==> src/mrms_pkg.sv <==
// ----------------------------------------------------------------------------
// mrms_pkg: shared types and codes for the maze robot move sequencer
// Event, result, state and configuration types, command codes and the
// heading rotation tables used for sign walls.
// ----------------------------------------------------------------------------
package mrms_pkg;

    // Event codes
    localparam logic [2:0] CMD_TICK    = 3'd0;
    localparam logic [2:0] CMD_ANSWER  = 3'd1;
    localparam logic [2:0] CMD_TURNED  = 3'd2;
    localparam logic [2:0] CMD_MOVED   = 3'd3;
    localparam logic [2:0] CMD_STOP    = 3'd4;
    localparam logic [2:0] CMD_AVOID_L = 3'd5;
    localparam logic [2:0] CMD_AVOID_R = 3'd6;
    localparam logic [2:0] CMD_RESUME  = 3'd7;

    // Path answer kinds
    localparam logic [1:0] ANS_DIR    = 2'd0;
    localparam logic [1:0] ANS_ERROR  = 2'd1;
    localparam logic [1:0] ANS_MAPPED = 2'd2;

    // Relative move directions
    localparam logic [2:0] DIR_STOP  = 3'd0;
    localparam logic [2:0] DIR_FWD   = 3'd1;
    localparam logic [2:0] DIR_LEFT  = 3'd2;
    localparam logic [2:0] DIR_RIGHT = 3'd3;
    localparam logic [2:0] DIR_BACK  = 3'd4;

    // Motor commands and drive modes
    localparam logic [2:0] MC_NONE  = 3'd0;
    localparam logic [2:0] MC_FWD   = 3'd1;
    localparam logic [2:0] MC_BACK  = 3'd2;
    localparam logic [2:0] MC_LEFT  = 3'd3;
    localparam logic [2:0] MC_RIGHT = 3'd4;
    localparam logic [2:0] MC_STOP  = 3'd5;

    localparam logic [1:0] MM_AUTO   = 2'd0;
    localparam logic [1:0] MM_MANUAL = 2'd1;
    localparam logic [1:0] MM_WALL   = 2'd2;

    // Camera commands
    localparam logic [2:0] CAM_NONE   = 3'd0;
    localparam logic [2:0] CAM_LINE   = 3'd1;
    localparam logic [2:0] CAM_CENTER = 3'd2;
    localparam logic [2:0] CAM_LEFT   = 3'd3;
    localparam logic [2:0] CAM_RIGHT  = 3'd4;

    // Sign recognition phases
    localparam logic [2:0] RP_START  = 3'd0;
    localparam logic [2:0] RP_BACKUP = 3'd1;
    localparam logic [2:0] RP_WAIT   = 3'd2;
    localparam logic [2:0] RP_POINT  = 3'd3;
    localparam logic [2:0] RP_DWELL  = 3'd4;

    // Wall index within the camera sweep
    localparam logic [7:0] WALL_CENTER = 8'd0;
    localparam logic [7:0] WALL_LEFT   = 8'd1;
    localparam logic [7:0] WALL_RIGHT  = 8'd2;
    localparam logic [7:0] WALL_LAST   = 8'd3;

    // Configuration register indexes and reset values
    localparam logic [1:0]  CFG_BACKUP = 2'd0;
    localparam logic [1:0]  CFG_DWELL  = 2'd1;
    localparam logic [1:0]  CFG_SETTLE = 2'd2;
    localparam logic [31:0] BACKUP_RESET = 32'd200000;
    localparam logic [31:0] DWELL_RESET  = 32'd2000000;
    localparam logic [31:0] SETTLE_RESET = 32'd500000;

    typedef enum logic [3:0] {
        MODE_READY    = 4'd0,
        MODE_WAITDIR  = 4'd1,
        MODE_RECEIVED = 4'd2,
        MODE_TURNING  = 4'd3,
        MODE_TURNED   = 4'd4,
        MODE_MOVING   = 4'd5,
        MODE_MOVED    = 4'd6,
        MODE_RECOG    = 4'd7,
        MODE_WAITSIGN = 4'd8,
        MODE_RESUME   = 4'd9
    } mode_t;

    typedef struct packed {
        logic [2:0]  cmd;
        logic [31:0] now_us;
        logic        red_dot;
        logic        sign_seen;
        logic [1:0]  answer_kind;
        logic [2:0]  move_dir;
        logic [1:0]  heading;
    } item_t;

    typedef struct packed {
        logic [2:0] motor_cmd;
        logic [1:0] motor_mode;
        logic [2:0] cam_cmd;
        logic       fail_pulse;
        logic       request_path;
        logic       advance_position;
        logic       report_next;
        logic       sign_valid;
        logic [1:0] sign_heading;
        logic [3:0] mode_now;
        logic       last;
    } result_t;

    typedef struct packed {
        mode_t       mode;
        logic [2:0]  chosen_dir;
        logic        mapped_done;
        logic [2:0]  recog_phase;
        logic [7:0]  wall_count;
        logic [31:0] phase_start;
    } state_t;

    typedef struct packed {
        logic [31:0] backup_time_us;
        logic [31:0] dwell_time_us;
        logic [31:0] settle_time_us;
    } cfg_t;

    // Heading of the left wall for a given heading
    function automatic logic [1:0] rot_left(input logic [1:0] h);
        logic [1:0] r;
        case (h)
            2'd0:    r = 2'd3;
            2'd1:    r = 2'd2;
            2'd2:    r = 2'd0;
            default: r = 2'd1;
        endcase
        return r;
    endfunction

    // Heading of the right wall for a given heading
    function automatic logic [1:0] rot_right(input logic [1:0] h);
        logic [1:0] r;
        case (h)
            2'd0:    r = 2'd2;
            2'd1:    r = 2'd3;
            2'd2:    r = 2'd1;
            default: r = 2'd0;
        endcase
        return r;
    endfunction

endpackage

==> src/mrms_step.sv <==
// ----------------------------------------------------------------------------
// mrms_step: event decode and next-state logic
// Combinational: takes one event and the current state, gives the next
// state and one or two result beats.
// ----------------------------------------------------------------------------
module mrms_step
    import mrms_pkg::*;
(
    input  item_t   item,
    input  state_t  st,
    input  cfg_t    cfg,
    output state_t  st_next,
    output result_t res0,
    output result_t res1,
    output logic    two
);

    always_comb begin
        state_t      s;
        result_t     r0;
        result_t     r1;
        logic        two_v;
        logic [31:0] elapsed;
        logic        sv;
        logic [1:0]  sh;

        s       = st;
        r0      = '0;
        r1      = '0;
        two_v   = 1'b0;
        sv      = 1'b0;
        sh      = 2'd0;
        elapsed = item.now_us - st.phase_start;

        case (item.cmd)
            CMD_TICK: begin
                case (st.mode)
                    MODE_READY: begin
                        if (!st.mapped_done) begin
                            r0.request_path = 1'b1;
                            s.mode = MODE_WAITDIR;
                        end
                    end
                    MODE_WAITDIR, MODE_TURNING: begin
                    end
                    MODE_RECEIVED: begin
                        r0.motor_mode = MM_AUTO;
                        case (st.chosen_dir)
                            DIR_FWD: begin
                                r0.motor_cmd = MC_FWD;
                                s.mode = MODE_MOVING;
                            end
                            DIR_LEFT: begin
                                r0.motor_cmd = MC_LEFT;
                                s.mode = MODE_TURNING;
                            end
                            DIR_RIGHT: begin
                                r0.motor_cmd = MC_RIGHT;
                                s.mode = MODE_TURNING;
                            end
                            DIR_BACK: begin
                                r0.motor_cmd = MC_BACK;
                                s.mode = MODE_TURNING;
                            end
                            DIR_STOP: begin
                                r0.motor_cmd = MC_STOP;
                                s.mode = MODE_READY;
                            end
                            default: begin
                                r0.motor_cmd = MC_STOP;
                                r0.fail_pulse = 1'b1;
                                s.mode = MODE_READY;
                            end
                        endcase
                    end
                    MODE_TURNED: begin
                        r0.motor_mode = MM_AUTO;
                        if (st.chosen_dir >= DIR_LEFT && st.chosen_dir <= DIR_BACK) begin
                            r0.motor_cmd = MC_FWD;
                            s.mode = MODE_MOVING;
                        end else begin
                            r0.motor_cmd = MC_STOP;
                            r0.fail_pulse = 1'b1;
                            s.mode = MODE_READY;
                        end
                    end
                    MODE_MOVING: begin
                        if (item.red_dot) begin
                            s.mode = MODE_RECOG;
                        end
                    end
                    MODE_MOVED: begin
                        s.mode = MODE_READY;
                    end
                    MODE_RECOG: begin
                        case (st.recog_phase)
                            RP_START: begin
                                s.phase_start = item.now_us;
                                s.recog_phase = RP_BACKUP;
                            end
                            RP_BACKUP: begin
                                r0.motor_cmd  = MC_BACK;
                                r0.motor_mode = MM_MANUAL;
                                s.recog_phase = RP_WAIT;
                            end
                            RP_WAIT: begin
                                if (elapsed > cfg.backup_time_us) begin
                                    r0.motor_cmd  = MC_STOP;
                                    r0.motor_mode = MM_MANUAL;
                                    s.phase_start = item.now_us;
                                    s.recog_phase = RP_POINT;
                                end
                            end
                            RP_POINT: begin
                                case (st.wall_count)
                                    WALL_CENTER: r0.cam_cmd = CAM_CENTER;
                                    WALL_LEFT:   r0.cam_cmd = CAM_LEFT;
                                    WALL_RIGHT:  r0.cam_cmd = CAM_RIGHT;
                                    default:     r0.cam_cmd = CAM_NONE;
                                endcase
                                s.recog_phase = RP_DWELL;
                            end
                            RP_DWELL: begin
                                if (elapsed > cfg.dwell_time_us) begin
                                    s.phase_start = item.now_us;
                                    s.wall_count  = st.wall_count + 8'd1;
                                    s.recog_phase = RP_POINT;
                                end
                            end
                            default: begin
                            end
                        endcase

                        // Phase start is unchanged whenever we land in dwell, so the
                        // shared elapsed time serves the settle check as well.
                        if (item.sign_seen && s.recog_phase == RP_DWELL &&
                            elapsed > cfg.settle_time_us) begin
                            case (s.wall_count)
                                WALL_CENTER: begin
                                    sv = 1'b1;
                                    sh = item.heading;
                                end
                                WALL_LEFT: begin
                                    sv = 1'b1;
                                    sh = rot_left(item.heading);
                                end
                                WALL_RIGHT: begin
                                    sv = 1'b1;
                                    sh = rot_right(item.heading);
                                end
                                default: begin
                                    sv = 1'b0;
                                    sh = 2'd0;
                                end
                            endcase
                            if (r0.cam_cmd != CAM_NONE) begin
                                two_v           = 1'b1;
                                r1.sign_valid   = sv;
                                r1.sign_heading = sh;
                                r1.cam_cmd      = CAM_LINE;
                            end else begin
                                r0.sign_valid   = sv;
                                r0.sign_heading = sh;
                                r0.cam_cmd      = CAM_LINE;
                            end
                            s.mode        = MODE_RESUME;
                            s.recog_phase = RP_START;
                            s.wall_count  = WALL_CENTER;
                        end

                        if (s.wall_count > WALL_LAST) begin
                            r0.fail_pulse = 1'b1;
                            s.mode = MODE_READY;
                        end
                    end
                    MODE_WAITSIGN: begin
                        s.mode = MODE_RESUME;
                    end
                    MODE_RESUME: begin
                        r0.motor_cmd        = MC_FWD;
                        r0.motor_mode       = MM_MANUAL;
                        r1.motor_cmd        = MC_STOP;
                        r1.motor_mode       = MM_MANUAL;
                        r1.advance_position = 1'b1;
                        two_v  = 1'b1;
                        s.mode = MODE_READY;
                    end
                    default: begin
                        r0.fail_pulse = 1'b1;
                    end
                endcase
            end
            CMD_ANSWER: begin
                case (item.answer_kind)
                    ANS_ERROR: begin
                        r0.fail_pulse = 1'b1;
                        s.mode = MODE_READY;
                    end
                    ANS_MAPPED: begin
                        s.mapped_done = 1'b1;
                        s.mode = MODE_READY;
                        r0.motor_cmd  = MC_STOP;
                        r0.motor_mode = MM_AUTO;
                    end
                    default: begin
                        s.chosen_dir   = item.move_dir;
                        s.mode         = MODE_RECEIVED;
                        r0.report_next = 1'b1;
                    end
                endcase
            end
            CMD_TURNED: begin
                if (st.mode == MODE_TURNING) begin
                    s.mode = MODE_TURNED;
                end
            end
            CMD_MOVED: begin
                if (st.mode == MODE_MOVING) begin
                    s.mode = MODE_MOVED;
                    r0.advance_position = !item.red_dot;
                end
            end
            CMD_STOP: begin
                if (st.mode == MODE_MOVING) begin
                    r0.motor_cmd  = MC_STOP;
                    r0.motor_mode = MM_AUTO;
                    r0.fail_pulse = 1'b1;
                    s.mode = MODE_READY;
                end
            end
            CMD_AVOID_L: begin
                if (st.chosen_dir == DIR_FWD || st.chosen_dir == DIR_LEFT) begin
                    r0.motor_cmd  = MC_RIGHT;
                    r0.motor_mode = MM_WALL;
                end
            end
            CMD_AVOID_R: begin
                if (st.chosen_dir == DIR_FWD || st.chosen_dir == DIR_RIGHT) begin
                    r0.motor_cmd  = MC_LEFT;
                    r0.motor_mode = MM_WALL;
                end
            end
            default: begin
                r0.advance_position = 1'b1;
                r0.motor_cmd  = MC_STOP;
                r0.motor_mode = MM_AUTO;
                r0.cam_cmd    = CAM_LINE;
                s.mode        = MODE_READY;
                s.chosen_dir  = DIR_STOP;
                s.mapped_done = 1'b0;
            end
        endcase

        r0.mode_now = s.mode;
        r1.mode_now = s.mode;
        r0.last     = !two_v;
        r1.last     = 1'b1;

        st_next = s;
        res0    = r0;
        res1    = r1;
        two     = two_v;
    end

endmodule

==> src/mrms_out_buf.sv <==
// ----------------------------------------------------------------------------
// mrms_out_buf: two-slot result buffer
// Holds the one or two result beats of an event and presents them in order.
// ----------------------------------------------------------------------------
module mrms_out_buf
    import mrms_pkg::*;
(
    input  logic    aclk,
    input  logic    aresetn,
    input  logic    push,
    input  logic    push_two,
    input  result_t push_res0,
    input  result_t push_res1,
    output logic    room,
    output logic    out_valid,
    input  logic    out_ready,
    output result_t out_res
);

    result_t    slot0_reg, slot0_next;
    result_t    slot1_reg, slot1_next;
    logic [1:0] count_reg, count_next;
    logic       pop;

    assign out_valid = (count_reg != 2'd0);
    assign out_res   = slot0_reg;
    assign pop       = out_valid && out_ready;
    // Both slots are free after this edge: empty, or the only beat leaves now.
    assign room      = (count_reg == 2'd0) || (count_reg == 2'd1 && out_ready);

    always_comb begin
        slot0_next = slot0_reg;
        slot1_next = slot1_reg;
        count_next = count_reg;
        if (push) begin
            slot0_next = push_res0;
            slot1_next = push_res1;
            count_next = push_two ? 2'd2 : 2'd1;
        end else if (pop) begin
            slot0_next = slot1_reg;
            count_next = count_reg - 2'd1;
        end
    end

    always_ff @(posedge aclk) begin
        if (!aresetn) begin
            count_reg <= 2'd0;
        end else begin
            count_reg <= count_next;
        end
    end

    always_ff @(posedge aclk) begin
        slot0_reg <= slot0_next;
        slot1_reg <= slot1_next;
    end

endmodule

==> src/maze_robot_move_sequencer.sv <==
// ----------------------------------------------------------------------------
// maze_robot_move_sequencer: cell-by-cell motion sequencer
// Turns robot events into motor and camera commands, path requests and
// position/fail pulses, with a timed sign-recognition sweep on red-dot cells.
// ----------------------------------------------------------------------------
//
//  Channel  | Ports                       | Beat
//  ---------+-----------------------------+-----------------------------------
//  event in | s_valid/s_ready, s_*        | one event with its time stamp
//  result   | m_valid/m_ready, m_*        | one command set; m_last ends event
//  config   | cfg_wr_en, cfg_index, wdata | one 32-bit timing register write
//
//  An accepted event is held in the input register, is decoded there and its
//  one or two result beats are registered in the two-slot result buffer;
//  one event can be taken every cycle as long as each yields one beat that is
//  taken at once. The result buffer sets the rate: an event needs both slots
//  free, so a two-beat event or a stalled m_ready holds the input register,
//  then s_ready. Reset (aresetn low, synchronous) clears mode, flags, timers,
//  buffers and loads the default timing registers.
// ----------------------------------------------------------------------------
module maze_robot_move_sequencer
    import mrms_pkg::*;
(
    input  logic        aclk,
    input  logic        aresetn,

    input  logic        cfg_wr_en,
    input  logic [1:0]  cfg_index,
    input  logic [31:0] cfg_wdata,

    input  logic        s_valid,
    output logic        s_ready,
    input  logic [2:0]  s_cmd,
    input  logic [31:0] s_now_us,
    input  logic        s_red_dot,
    input  logic        s_sign_seen,
    input  logic [1:0]  s_answer_kind,
    input  logic [2:0]  s_move_dir,
    input  logic [1:0]  s_heading,

    output logic        m_valid,
    input  logic        m_ready,
    output logic [2:0]  m_motor_cmd,
    output logic [1:0]  m_motor_mode,
    output logic [2:0]  m_cam_cmd,
    output logic        m_fail_pulse,
    output logic        m_request_path,
    output logic        m_advance_position,
    output logic        m_report_next,
    output logic        m_sign_valid,
    output logic [1:0]  m_sign_heading,
    output logic [3:0]  m_mode_now,
    output logic        m_last
);

    cfg_t    cfg_reg, cfg_next;
    state_t  state_reg, state_next;
    state_t  step_state;
    item_t   item_reg, item_next;
    logic    in_valid_reg, in_valid_next;
    logic    room;
    logic    process;
    logic    two;
    result_t res0, res1;
    result_t out_res;

    // Process the held event once the result buffer has room for two beats.
    assign process = in_valid_reg && room;
    assign s_ready = !in_valid_reg || process;

    // Timing registers: write whenever the enable is high, ignore index three.
    always_comb begin
        cfg_next = cfg_reg;
        if (cfg_wr_en) begin
            case (cfg_index)
                CFG_BACKUP: cfg_next.backup_time_us = cfg_wdata;
                CFG_DWELL:  cfg_next.dwell_time_us  = cfg_wdata;
                CFG_SETTLE: cfg_next.settle_time_us = cfg_wdata;
                default:    cfg_next = cfg_reg;
            endcase
        end
    end

    // Input register: load on accept, drop once processed.
    always_comb begin
        in_valid_next = in_valid_reg;
        item_next     = item_reg;
        if (s_valid && s_ready) begin
            in_valid_next       = 1'b1;
            item_next.cmd         = s_cmd;
            item_next.now_us      = s_now_us;
            item_next.red_dot     = s_red_dot;
            item_next.sign_seen   = s_sign_seen;
            item_next.answer_kind = s_answer_kind;
            item_next.move_dir    = s_move_dir;
            item_next.heading     = s_heading;
        end else if (process) begin
            in_valid_next = 1'b0;
        end
    end

    // Advance the sequencer state only on the cycle the event is processed.
    assign state_next = process ? step_state : state_reg;

    always_ff @(posedge aclk) begin
        if (!aresetn) begin
            cfg_reg.backup_time_us <= BACKUP_RESET;
            cfg_reg.dwell_time_us  <= DWELL_RESET;
            cfg_reg.settle_time_us <= SETTLE_RESET;
            in_valid_reg           <= 1'b0;
            state_reg.mode         <= MODE_READY;
            state_reg.chosen_dir   <= DIR_STOP;
            state_reg.mapped_done  <= 1'b0;
            state_reg.recog_phase  <= RP_START;
            state_reg.wall_count   <= WALL_CENTER;
            state_reg.phase_start  <= 32'd0;
        end else begin
            cfg_reg      <= cfg_next;
            in_valid_reg <= in_valid_next;
            state_reg    <= state_next;
        end
    end

    always_ff @(posedge aclk) begin
        item_reg <= item_next;
    end

    mrms_step u_step (
        .item    (item_reg),
        .st      (state_reg),
        .cfg     (cfg_reg),
        .st_next (step_state),
        .res0    (res0),
        .res1    (res1),
        .two     (two)
    );

    mrms_out_buf u_out_buf (
        .aclk      (aclk),
        .aresetn   (aresetn),
        .push      (process),
        .push_two  (two),
        .push_res0 (res0),
        .push_res1 (res1),
        .room      (room),
        .out_valid (m_valid),
        .out_ready (m_ready),
        .out_res   (out_res)
    );

    assign m_motor_cmd        = out_res.motor_cmd;
    assign m_motor_mode       = out_res.motor_mode;
    assign m_cam_cmd          = out_res.cam_cmd;
    assign m_fail_pulse       = out_res.fail_pulse;
    assign m_request_path     = out_res.request_path;
    assign m_advance_position = out_res.advance_position;
    assign m_report_next      = out_res.report_next;
    assign m_sign_valid       = out_res.sign_valid;
    assign m_sign_heading     = out_res.sign_heading;
    assign m_mode_now         = out_res.mode_now;
    assign m_last             = out_res.last;

endmodule
==> config.mk <==
export PLATFORM = sky130hd
export DESIGN_NAME = maze_robot_move_sequencer
export DESIGN_NICKNAME = d
export VERILOG_FILES = /design/src/mrms_pkg.sv /design/src/mrms_step.sv /design/src/mrms_out_buf.sv /design/src/maze_robot_move_sequencer.sv
export SDC_FILE = /design/constraint.sdc
export NUM_CORES = 1
export LEC_CHECK = 0
export BUFFER_PORTS_ARGS = -buffer_cell sky130_fd_sc_hd__buf_2
export CORE_MARGIN = 5
export CORE_UTILIZATION = 30
export DETAILED_ROUTE_END_ITERATION = 7
export GPL_TIMING_DRIVEN = 1
export PLACE_DENSITY = 0.56
export SETUP_SLACK_MARGIN = 0.1
export SYNTH_ARGS = -nofsm -noshare
export SYNTH_HDL_FRONTEND = slang
export SYNTH_HIERARCHICAL = 1
export SYNTH_SLANG_ARGS = --single-unit
==> constraint.sdc <==
create_clock -name aclk -period 7.6 [get_ports aclk]
set_clock_uncertainty 0.1 [all_clocks]
set_input_delay 1.14 -clock aclk [delete_from_list [all_inputs] [get_ports aclk]]
set_output_delay 1.14 -clock aclk [all_outputs]
set_load 0.1 [all_outputs]
---- After elaboration in Yosys (flattened, before gate mapping) ----
Index checks and enable logic that the tools add are counted.
storage, ports and cells
  flip-flop bits (word level) ............. 230
  input port bits ......................... 83
  word-level logic and storage cells ...... 215
cells by class
  $add $sub $neg .......................... 3
  magnitude comparators ................... 6
  equal/unequal tests ..................... 39
  muxes and demuxes ....................... 82
  bitwise operators ....................... 1
  reduce and logical (&&, ||, !) cells .... 48
operators with widths
  kind                                                              count
  32-bit > comparator                                               3
  32-bit one-hot mux with 3 select lines                            1
  3-bit two-way mux                                                 16
  43-bit two-way mux                                                1
  20-bit two-way mux                                                2
  11-bit two-way mux                                                3
  32-bit two-way mux                                                1
  4-bit two-way mux                                                 8
  32-bit subtractor                                                 1
  5-bit one-hot mux with 6 select lines                             1
  4-bit one-hot mux with 7 select lines                             1
  5-bit two-way mux                                                 5
  8-bit two-way mux                                                 3
  4-bit one-hot mux with 6 select lines                             1
  1-bit two-way mux                                                 20
  5-bit one-hot mux with 4 select lines                             1
  3-bit by 2-bit == test with 1-bit output (second input constant)  6
  3-bit == test (second input constant)                             6
  2-bit one-hot mux with 3 select lines                             3
  6-bit OR reduction                                                3
  4-bit by 3-bit == test with 1-bit output (second input constant)  4
  8-bit by 1-bit == test with 1-bit output (second input constant)  2
  8-bit by 2-bit == test with 1-bit output (second input constant)  2
  8-bit zero test                                                   2
  40 further kinds                                                  83

---- Longest topological paths before layout ----
Gate-level depths: netlist of the first run.
  depth in word-level cells ............... 17
  mapped depth ............................ 27
  gate-level depth less buffers ........... 26

---- Hierarchy ----
The synthesis of the first run kept the hierarchy.
by module, submodules not included
  module                     times used  cells each  area an instance (µm²)
  maze_robot_move_sequencer  1           647         7387.1
  mrms_step                  1           906         6149.6
  mrms_out_buf               1           82          1592.8

---- Least setup slack after synthesis of the first run ----
OpenSTA, ideal clock, no wires.
  path type ............................... register -> register
  from .................................... reg item_reg[10] (netlist name)
  to ...................................... reg state_reg[16] (netlist name)
  library setup time ...................... 115 ps
  arrival ................................. 5635 ps
  data required time ...................... 7385 ps
  setup slack ............................. 1751 ps
  stages on the path, launching flop included .. 23
  path buffers ............................ 1
  clock period less this slack ............ 5849 ps
  path through ............................ edfxtp_1 > ha_1 > nor2b_1 > o31a_1 > o41ai_1 > o21ai_0 > a21boi_1 > o31ai_1 > o211ai_1 > o21ai_0 > xnor2_1 > ha_1 > nand4_1 > or4_4 > or3_1 > a21oi_2 > nor2_1 > a211oi_1 > a21o_1 > buf_4 > mux2_1 > and3_1 > o21a_1
between the ends
  word-level cells in the longest chain between the ends .. 4
  elaborated cells on any way between the ends .. 6
  those cells by class .................... add/sub: 1; order compare: 2; eq/ne: 2; reduce/logical: 1
RTL lines
  what                                                        RTL line                            source
  from (decl)                                                 maze_robot_move_sequencer.sv:59     item_t item_reg, item_next;
  from (signal assigned)                                      maze_robot_move_sequencer.sv:125    item_reg <= item_next;
  32-bit subtractor *                                         mrms_step.sv:33                     elapsed = item.now_us - st.phase_start;
  32-bit > comparator (on tied branches)                      mrms_step.sv:124, mrms_step.sv:107
  2-bit by 1-bit inequality test with 1-bit output (no line)  --
  6-bit AND reduction (no line) *                             --
  to (signal assigned)                                        maze_robot_move_sequencer.sv:120    state_reg <= state_next;
  to (decl)                                                   maze_robot_move_sequencer.sv:57     state_t state_reg, state_next;
Every way passes the cells marked *; elsewhere a longest branch is shown, timed or not.
A chain may end at the register's enable or synchronous reset.

---- Worst setup path in the final report of the first run ----
  from .................................... reg item_reg[10] (netlist name)
  to ...................................... reg state_reg[0] (netlist name)
Same word-level chain as after synthesis.

==> reports/qor.yml, run 1 <==
logic_synthesis:
  synth_edf_count: 84
  ys_seq_area_share_pct: 36.5
  synthSimpleGateAreaFrac_pct: 15.3
  avgSynthCellArea_um2: 9.25
  synth.ff_latch_count: 234
  yosys.area.top_type: "dfxtp_1"
  synth_cell_types: 83
  synthCells: 1635
  synthFlopType: "dfxtp_1"
  synthAdderAreaFrac_pct: 11.5
  synth_warnings: 6
  synth_top_family_by_area: "compound AO/OA/AOI/OAI gates"
  async_flop_share_pct: 0
  synth_compound_area_share_pct: 16.5
  synth_xor_area_share_pct: 1.85
  yosysMostFrequentCell: "inv_1"
  netlist_area_um2: 15100
  synth_common_cells: "165 x inv_1, 161 x nand2_1, 150 x dfxtp_1"
  synth_mux_area_share_pct: 10.1
  synthTopCellsByArea: "dfxtp_1 20%, edfxtp_1 17%, ha_1 11%"
  synth_top_area_share_pct: 19.8
placed_design:
  pre_cts_slack_ps: 773
  dpl.hpwl_um: 27700
  placed_area_um2: 16000
  dp.cells: 2327
  port_buffers: 104
  gp_congestion: 0.888
die:
  initial_core_util_pct: 30.2
  die_y_um: 235
  fp.dieW_um: 235
  boundaryPins: 105
  core_region_area_um2: 50100
  dieArea_um2: 55000
  rows: 82
critical_path:
  critPathSlowestCell: "or4_4"
  crit_family: "compound AO/OA/AOI/OAI gates"
  worstPathRequired_ps: 7930
  path_cells: "ha_1, nor2b_1, o31a_1, o41ai_1, o21ai_0, a21boi_1, o31ai_1, o211ai_1, o21ai_0, xnor2_1, ha_1, nand4_1, or4_4, or3_1, a21oi_2, nor2_1, a211oi_1, a21o_1, buf_4, mux2_2, and3_1, o21a_1"
  endpoint_kind: "flop"
  cp.arrival_ps: 7150
  worst_path_largest_cell_delay_ps: 610
  cp-start-kind: "flop"
  worst-setup-path-type: "reg2reg"
  crit_buf_inv: 1
  cp_max_fo: 20
global_routing:
  grt_antenna_before_repair: 3
  grtUsageTotal_pct: 13.7
  grt_util_met2_pct: 23.6
  grt_pass1_vias: 11500
  grt_max_degree: 104
  grt_busiest_layer: "met2"
  met3_usage_pct: 1.79
  grt_pass1_wl_um: 61200
  use_met1_pct: 18.0
  gr-total-overflow: 0
clock_network:
  post_cts_resized: 0
  clkSinkCount: 234
  cts_tree: "done"
  cts_setup_buffers: 0
  cts_hold_buf: 0
  cts-root-buf: "clkbuf_16"
  htreeDepth: 1
  clk_latency_ps: 560
  cts_buffers: 27
  clk_pin_slew_worst_paths_ps: 60
  cts_max_path_buffers: 3
layout:
  stdcell_count: 2378
  synthToLayoutAreaGrowth_pct: 12.0
  largest_reg_flops: 96
  final_area_um2: 17000
  final_nets: 1905
  drive_above_1_share_pct: 12.0
pwr:
  power_mw: 3.65
  pwr-share-clk_pct: 39.2
  p_per_area_nw_per_um2: 215
  p_sw_mw: 1.14
  seqPwrFrac_pct: 39.0
  ir_drop_mv: 0.161
  combPwrFrac_pct: 21.8
  swShare_pct: 31.2
  power.leakage_nw: 7.09
  p_int_mw: 2.51
timing:
  slew_violations: 0
  setup_viol: 0
  tightest_slew_ps: 987
  timing.final.crit_share_pct: 89.7
  tns_ps: 0
  rsz0062_at_grt: "false"
  fin_ws_ps: 781
  hold_viol: 0
  period_minus_slack_ps: 6820
  slew_headroom_pct: 34.2
  fmax_ghz: 0.147
min_path:
  hold_path.class: "reg2reg"
flow_run:
  cap_viol_max_count: 0
detailed_routing:
  wl_per_cell_um: 16.1
  viasPerCell: 4.84
  vias: 11500
  wirelength_um: 38300
  firstDrtPassIters: 5
  drtIter0Drc: 618
  drc_errors: 0
  ant_nets: 0
run_status:
  status: "completed"
## worst reg2reg max path, stage by stage (launching register included)
cell and delay [ps]:
edfxtp_1 440, ha_1 310, nor2b_1 140, o31a_1 270
o41ai_1 510, o21ai_0 380, a21boi_1 470, o31ai_1 210
o211ai_1 250, o21ai_0 150, xnor2_1 190, ha_1 340
nand4_1 180, or4_4 610, or3_1 400, a21oi_2 250
nor2_1 120, a211oi_1 250, a21o_1 130, buf_4 310
mux2_2 380, and3_1 160, o21a_1 170
## power by group through the flow
stage,registers (mW),logic [mW],clock network [mW]
floorplan,1.57,0.479,0
global placement,1.45,0.780,0
detailed placement,1.45,0.796,0
CTS,1.42,0.800,1.48
global route,1.43,0.879,1.53
finish,1.42,0.794,1.43
## metrics by stage
step,hold WS [ps],utilization (%)
detailed placement,349,31.9
floorplan,335,-
global placement,344,31.9
CTS,360,33.8
finish,355,33.9
global route,374,33.8
## path summary, 6_finish.rpt
path                            slack [ps]                   endpoint                      from  depth (start not counted)
worst max-delay path                   780  state_reg[0]$_SDFFE_PN0P_    item_reg[10]$_DFFE_PP_                         22
worst min register to register         350   cfg_reg[43]$_SDFFE_PN0P_  cfg_reg[43]$_SDFFE_PN0P_                          2
worst max register to register         780  state_reg[0]$_SDFFE_PN0P_    item_reg[10]$_DFFE_PP_                         22
worst min-delay path                   350   cfg_reg[43]$_SDFFE_PN0P_  cfg_reg[43]$_SDFFE_PN0P_                          2
## cells by family (layout without fill, tap and decap cells)
kind of cell,Yosys count,after routing
compound gates,370,370
xor+xnor,32,32
fa+ha+maj,138,138
buf+inv,265,328
flops,234,234
mux,146,146
other cells,2,10
simple gates,448,448
## cells in the final DEF (no fill, tap or decap), types with 6 or more instances in the layout
cell type  count
mux2i_1       94
a211oi_1       7
xnor2_1       23
inv_1        165
o22ai_1        9
and3_1        59
nand2b_1      12
a21o_1        34
o21a_1        60
nor4_1         9
nand2_1      160
mux2_2        22
o211ai_1      16
a21boi_1      13
ha_1         137
a31oi_1        6
bufinv_16      6
or3_1          7
conb_1         8
nand4_1       22
nor2b_1       37
o21ai_0       58
nor2_1        63
edfxtp_1      84
mux2_1        30
buf_4          9
xor2_1         9
a21oi_1       72
nand3_1       21
o21bai_1       9
a21boi_0      43
nand4b_1       6
nor3_1        15
buf_2        103
clkbuf_16     27
dfxtp_1      149
## routing by layer
layer	wire length, um	part of all wire, %
met1	17800	46
met2	18300	48
met3	1360	3.6
met4	839	2.2
met5	0	0
## final cells by class
cell class | instances | area, um^2
Fill cell | 5223 | 33100
Antenna cell | 2 | 5.00
Multi-Input combinational cell | 1142 | 8390
Clock inverter | 15 | 238
Inverter | 166 | 623
Tap cell | 672 | 841
Timing Repair Buffer | 113 | 594
Clock buffer | 34 | 732
Sequential cell | 234 | 5530
(Power assumes the default switching activity.)
==> run 2, diff against run 1 <==
--- a/config.mk
+++ b/config.mk
@@ -11,6 +11,7 @@
 export DETAILED_ROUTE_END_ITERATION = 7
 export GPL_TIMING_DRIVEN = 1
 export PLACE_DENSITY = 0.56
+export RECOVER_POWER = 50
 export SETUP_SLACK_MARGIN = 0.1
 export SYNTH_ARGS = -nofsm -noshare
 export SYNTH_HDL_FRONTEND = slang
==> run 2 against run 1 <==
  * The run now ends with capacitance limit, slew limit left
  * Die area unchanged
  * Critical path depth unchanged
  * Clock power about the same
  * Sequential power about the same
  * Worst setup slack got worse by 41 ps
  * Sequential share of layout area increased by 0.092 points
  * Non-clock buffer count unchanged
  * Routed wire length about the same
  * First-iteration DRC count increased by 1.6%
  * Count of clock-buffer cells in the layout unchanged
==> reports/qor.yml, run 2 (synthesis gave the netlist of run 1 again) <==
clock_network:
  htreeDepth: 1  # unchanged
  clk_pin_slew_worst_paths_ps: 60  # about the same
  cts_hold_buf: 0  # unchanged
  cts-root-buf: "clkbuf_16"
  clkSinkCount: 234  # unchanged
  cts_max_path_buffers: 3  # unchanged
  post_cts_resized: 0  # unchanged
  cts_setup_buffers: 0  # unchanged
  cts_tree: "done"
  clk_latency_ps: 560  # about the same
  cts_buffers: 27  # unchanged
timing:
  rsz0062_at_grt: "false"
  timing.final.crit_share_pct: 90.3  # +0.53 points
  fin_ws_ps: 740  # -40.6 ps
  fmax_ghz: 0.146  # -0.59%
  slew_violations: 235  # +235
  period_minus_slack_ps: 6860  # +40.6 ps
  slew_headroom_pct: -175  # -210 points
  tightest_slew_ps: 4130  # +3140 ps
  tns_ps: 0  # unchanged
  setup_viol: 0  # unchanged
  hold_viol: 0  # unchanged
layout:
  largest_reg_flops: 96  # unchanged
  nFillCells: 5226  # +0.057%
  stdcell_count: 2378  # unchanged
  postLayoutCoreUtil_pct: 33.8  # -0.095 points
  layout_common_cells: "165 x inv_1, 161 x nand2_1, 149 x dfxtp_1, 137 x ha_1, 94 x mux2i_1"
  drive_above_1_share_pct: 10.3  # -1.6 points
  mostFrequentLayoutCell: "inv_1"
  final_nets: 1905  # unchanged
  synthToLayoutAreaGrowth_pct: 11.7
critical_path:
  cp-endpoint: "state_reg[3]$_SDFFE_PN0P_"
  cp_max_fo: 20  # unchanged
  cp.arrival_ps: 7170  # +20 ps
  worst-setup-path-type: "reg2reg"
  r2r-start: "item_reg[10]$_DFFE_PP_"
  startpoint: "item_reg[10]$_DFFE_PP_"
  worstPathRequired_ps: 7910  # -20 ps
  reg2reg_depth: 22  # unchanged
  endpoint_kind: "flop"
  cp-start-kind: "flop"
  reg2reg_slack_ps: 740  # -40 ps
  r2r_end: "state_reg[3]$_SDFFE_PN0P_"
global_routing:
  grt_antenna_before_repair: 3  # unchanged
  grt_pass1_wl_um: 61200  # unchanged
  grt_pass1_vias: 11500  # unchanged
  grt_max_degree: 104  # unchanged
  gr-total-overflow: 0  # unchanged
  grtUsageTotal_pct: 13.7  # unchanged
die:
  die_y_um: 235  # unchanged
  initial_core_util_pct: 30.2  # unchanged
  rows: 82  # unchanged
  core_region_area_um2: 50100  # unchanged
  boundaryPins: 105  # unchanged
  dieArea_um2: 55000  # unchanged
  fp.dieW_um: 235  # unchanged
detailed_routing:
  ant_nets: 0  # unchanged
  wirelength_um: 38400  # about the same
  firstDrtPassIters: 6  # +1
  drtIter0Drc: 628  # +1.6%
  viasPerCell: 4.84  # about the same
  drc_errors: 0  # unchanged
  vias: 11500  # +0.096%
  wl_per_cell_um: 16.1  # about the same
min_path:
  hold_start: "cfg_reg[43]$_SDFFE_PN0P_"
  hold_path.class: "reg2reg"
  min_path_cells: 2  # unchanged
pwr:
  ir_drop_mv: 0.161  # +0.28%
  power.leakage_nw: 7.01  # -1.1%
  p_per_area_nw_per_um2: 216  # +0.23%
  power_mw: 3.65  # about the same
run_status:
  violations: "capacitance limit, slew limit"
  status: "complete, but fails checks"
placed_design:
  dpl.hpwl_um: 27700  # unchanged
  port_buffers: 104  # unchanged
  pre_cts_slack_ps: 773  # unchanged
  dp.cells: 2327  # unchanged
  gp_congestion: 0.888  # unchanged
flow_run:
  cap_viol_max_count: 3  # +3
-- run 2: cell types whose count changed in the layout (fill, tap and decap cells not counted), sizes merged --
| cell | change |
|---|---|
| buf | -28 |
| clkbuf | +28 |
-- run 2: worst max-delay path, stage by stage (launching register included) --
cell	delay, ps
edfxtp_1	440
ha_1	310
nor2b_1	140
o31a_1	270
o41ai_1	520
o21ai_0	380
a21boi_1	470
o31ai_1	210
o211ai_1	250
o21ai_0	150
xnor2_1	190
ha_1	340
nand4_1	180
or4_4	610
or3_1	410
a21oi_2	250
nor2_1	120
a211oi_1	260
a21o_1	130
buf_4	310
mux2_1	350
and3_1	160
o21a_1	180
-- run 2: power by group --
| part | switching, mW | internal [mW] |
|---|---|---|
| Sequential | 0.0402 | 1.38 |
| Combinational | 0.551 | 0.238 |
| Clock | 0.546 | 0.886 |
| Total | 1.14 | 2.51 |
-- run 2: how the worst min path moves through the flow --
stage / slack, ps / to
after floorplan: 330 / cfg_reg[10]$_SDFFE_PN0P_
after global placement: 340 / cfg_reg[73]$_SDFFE_PN0P_
after detailed placement: 350 / cfg_reg[43]$_SDFFE_PN0P_
after CTS: 360 / cfg_reg[43]$_SDFFE_PN0P_
after global routing: 370 / cfg_reg[83]$_SDFFE_PN0P_
final: 360 / cfg_reg[43]$_SDFFE_PN0P_
-- run 2: metrics by stage --
step                hold slack [ps]  area [um^2]
floorplan                       335        15200
global placement                344        16000
detailed placement              349        16000
CTS                             360        16900
global route                    374        16900
finish                          355        16900
-- run 2: routing by layer --
layer / vias to the layer above / part of all wire (%) / GRT usage [%]
met5: - / 0 / 0
met4: 0 / 2.2 / 3.69
met3: 48 / 3.7 / 1.79
met2: 193 / 48 / 23.6
met1: 5427 / 46 / 18.0
li1: 5847 / - / -
-- run 2: final cells by class --
class	count	area (um^2)	area share [%]
Antenna cell	2	5.00	0.0296
Clock buffer	34	732	4.33
Clock inverter	15	238	1.41
Inverter	166	623	3.69
Multi-Input combinational cell	1142	8390	49.6
Sequential cell	234	5530	32.7
Tap cell	672	841	4.97
Timing Repair Buffer	113	549	3.25
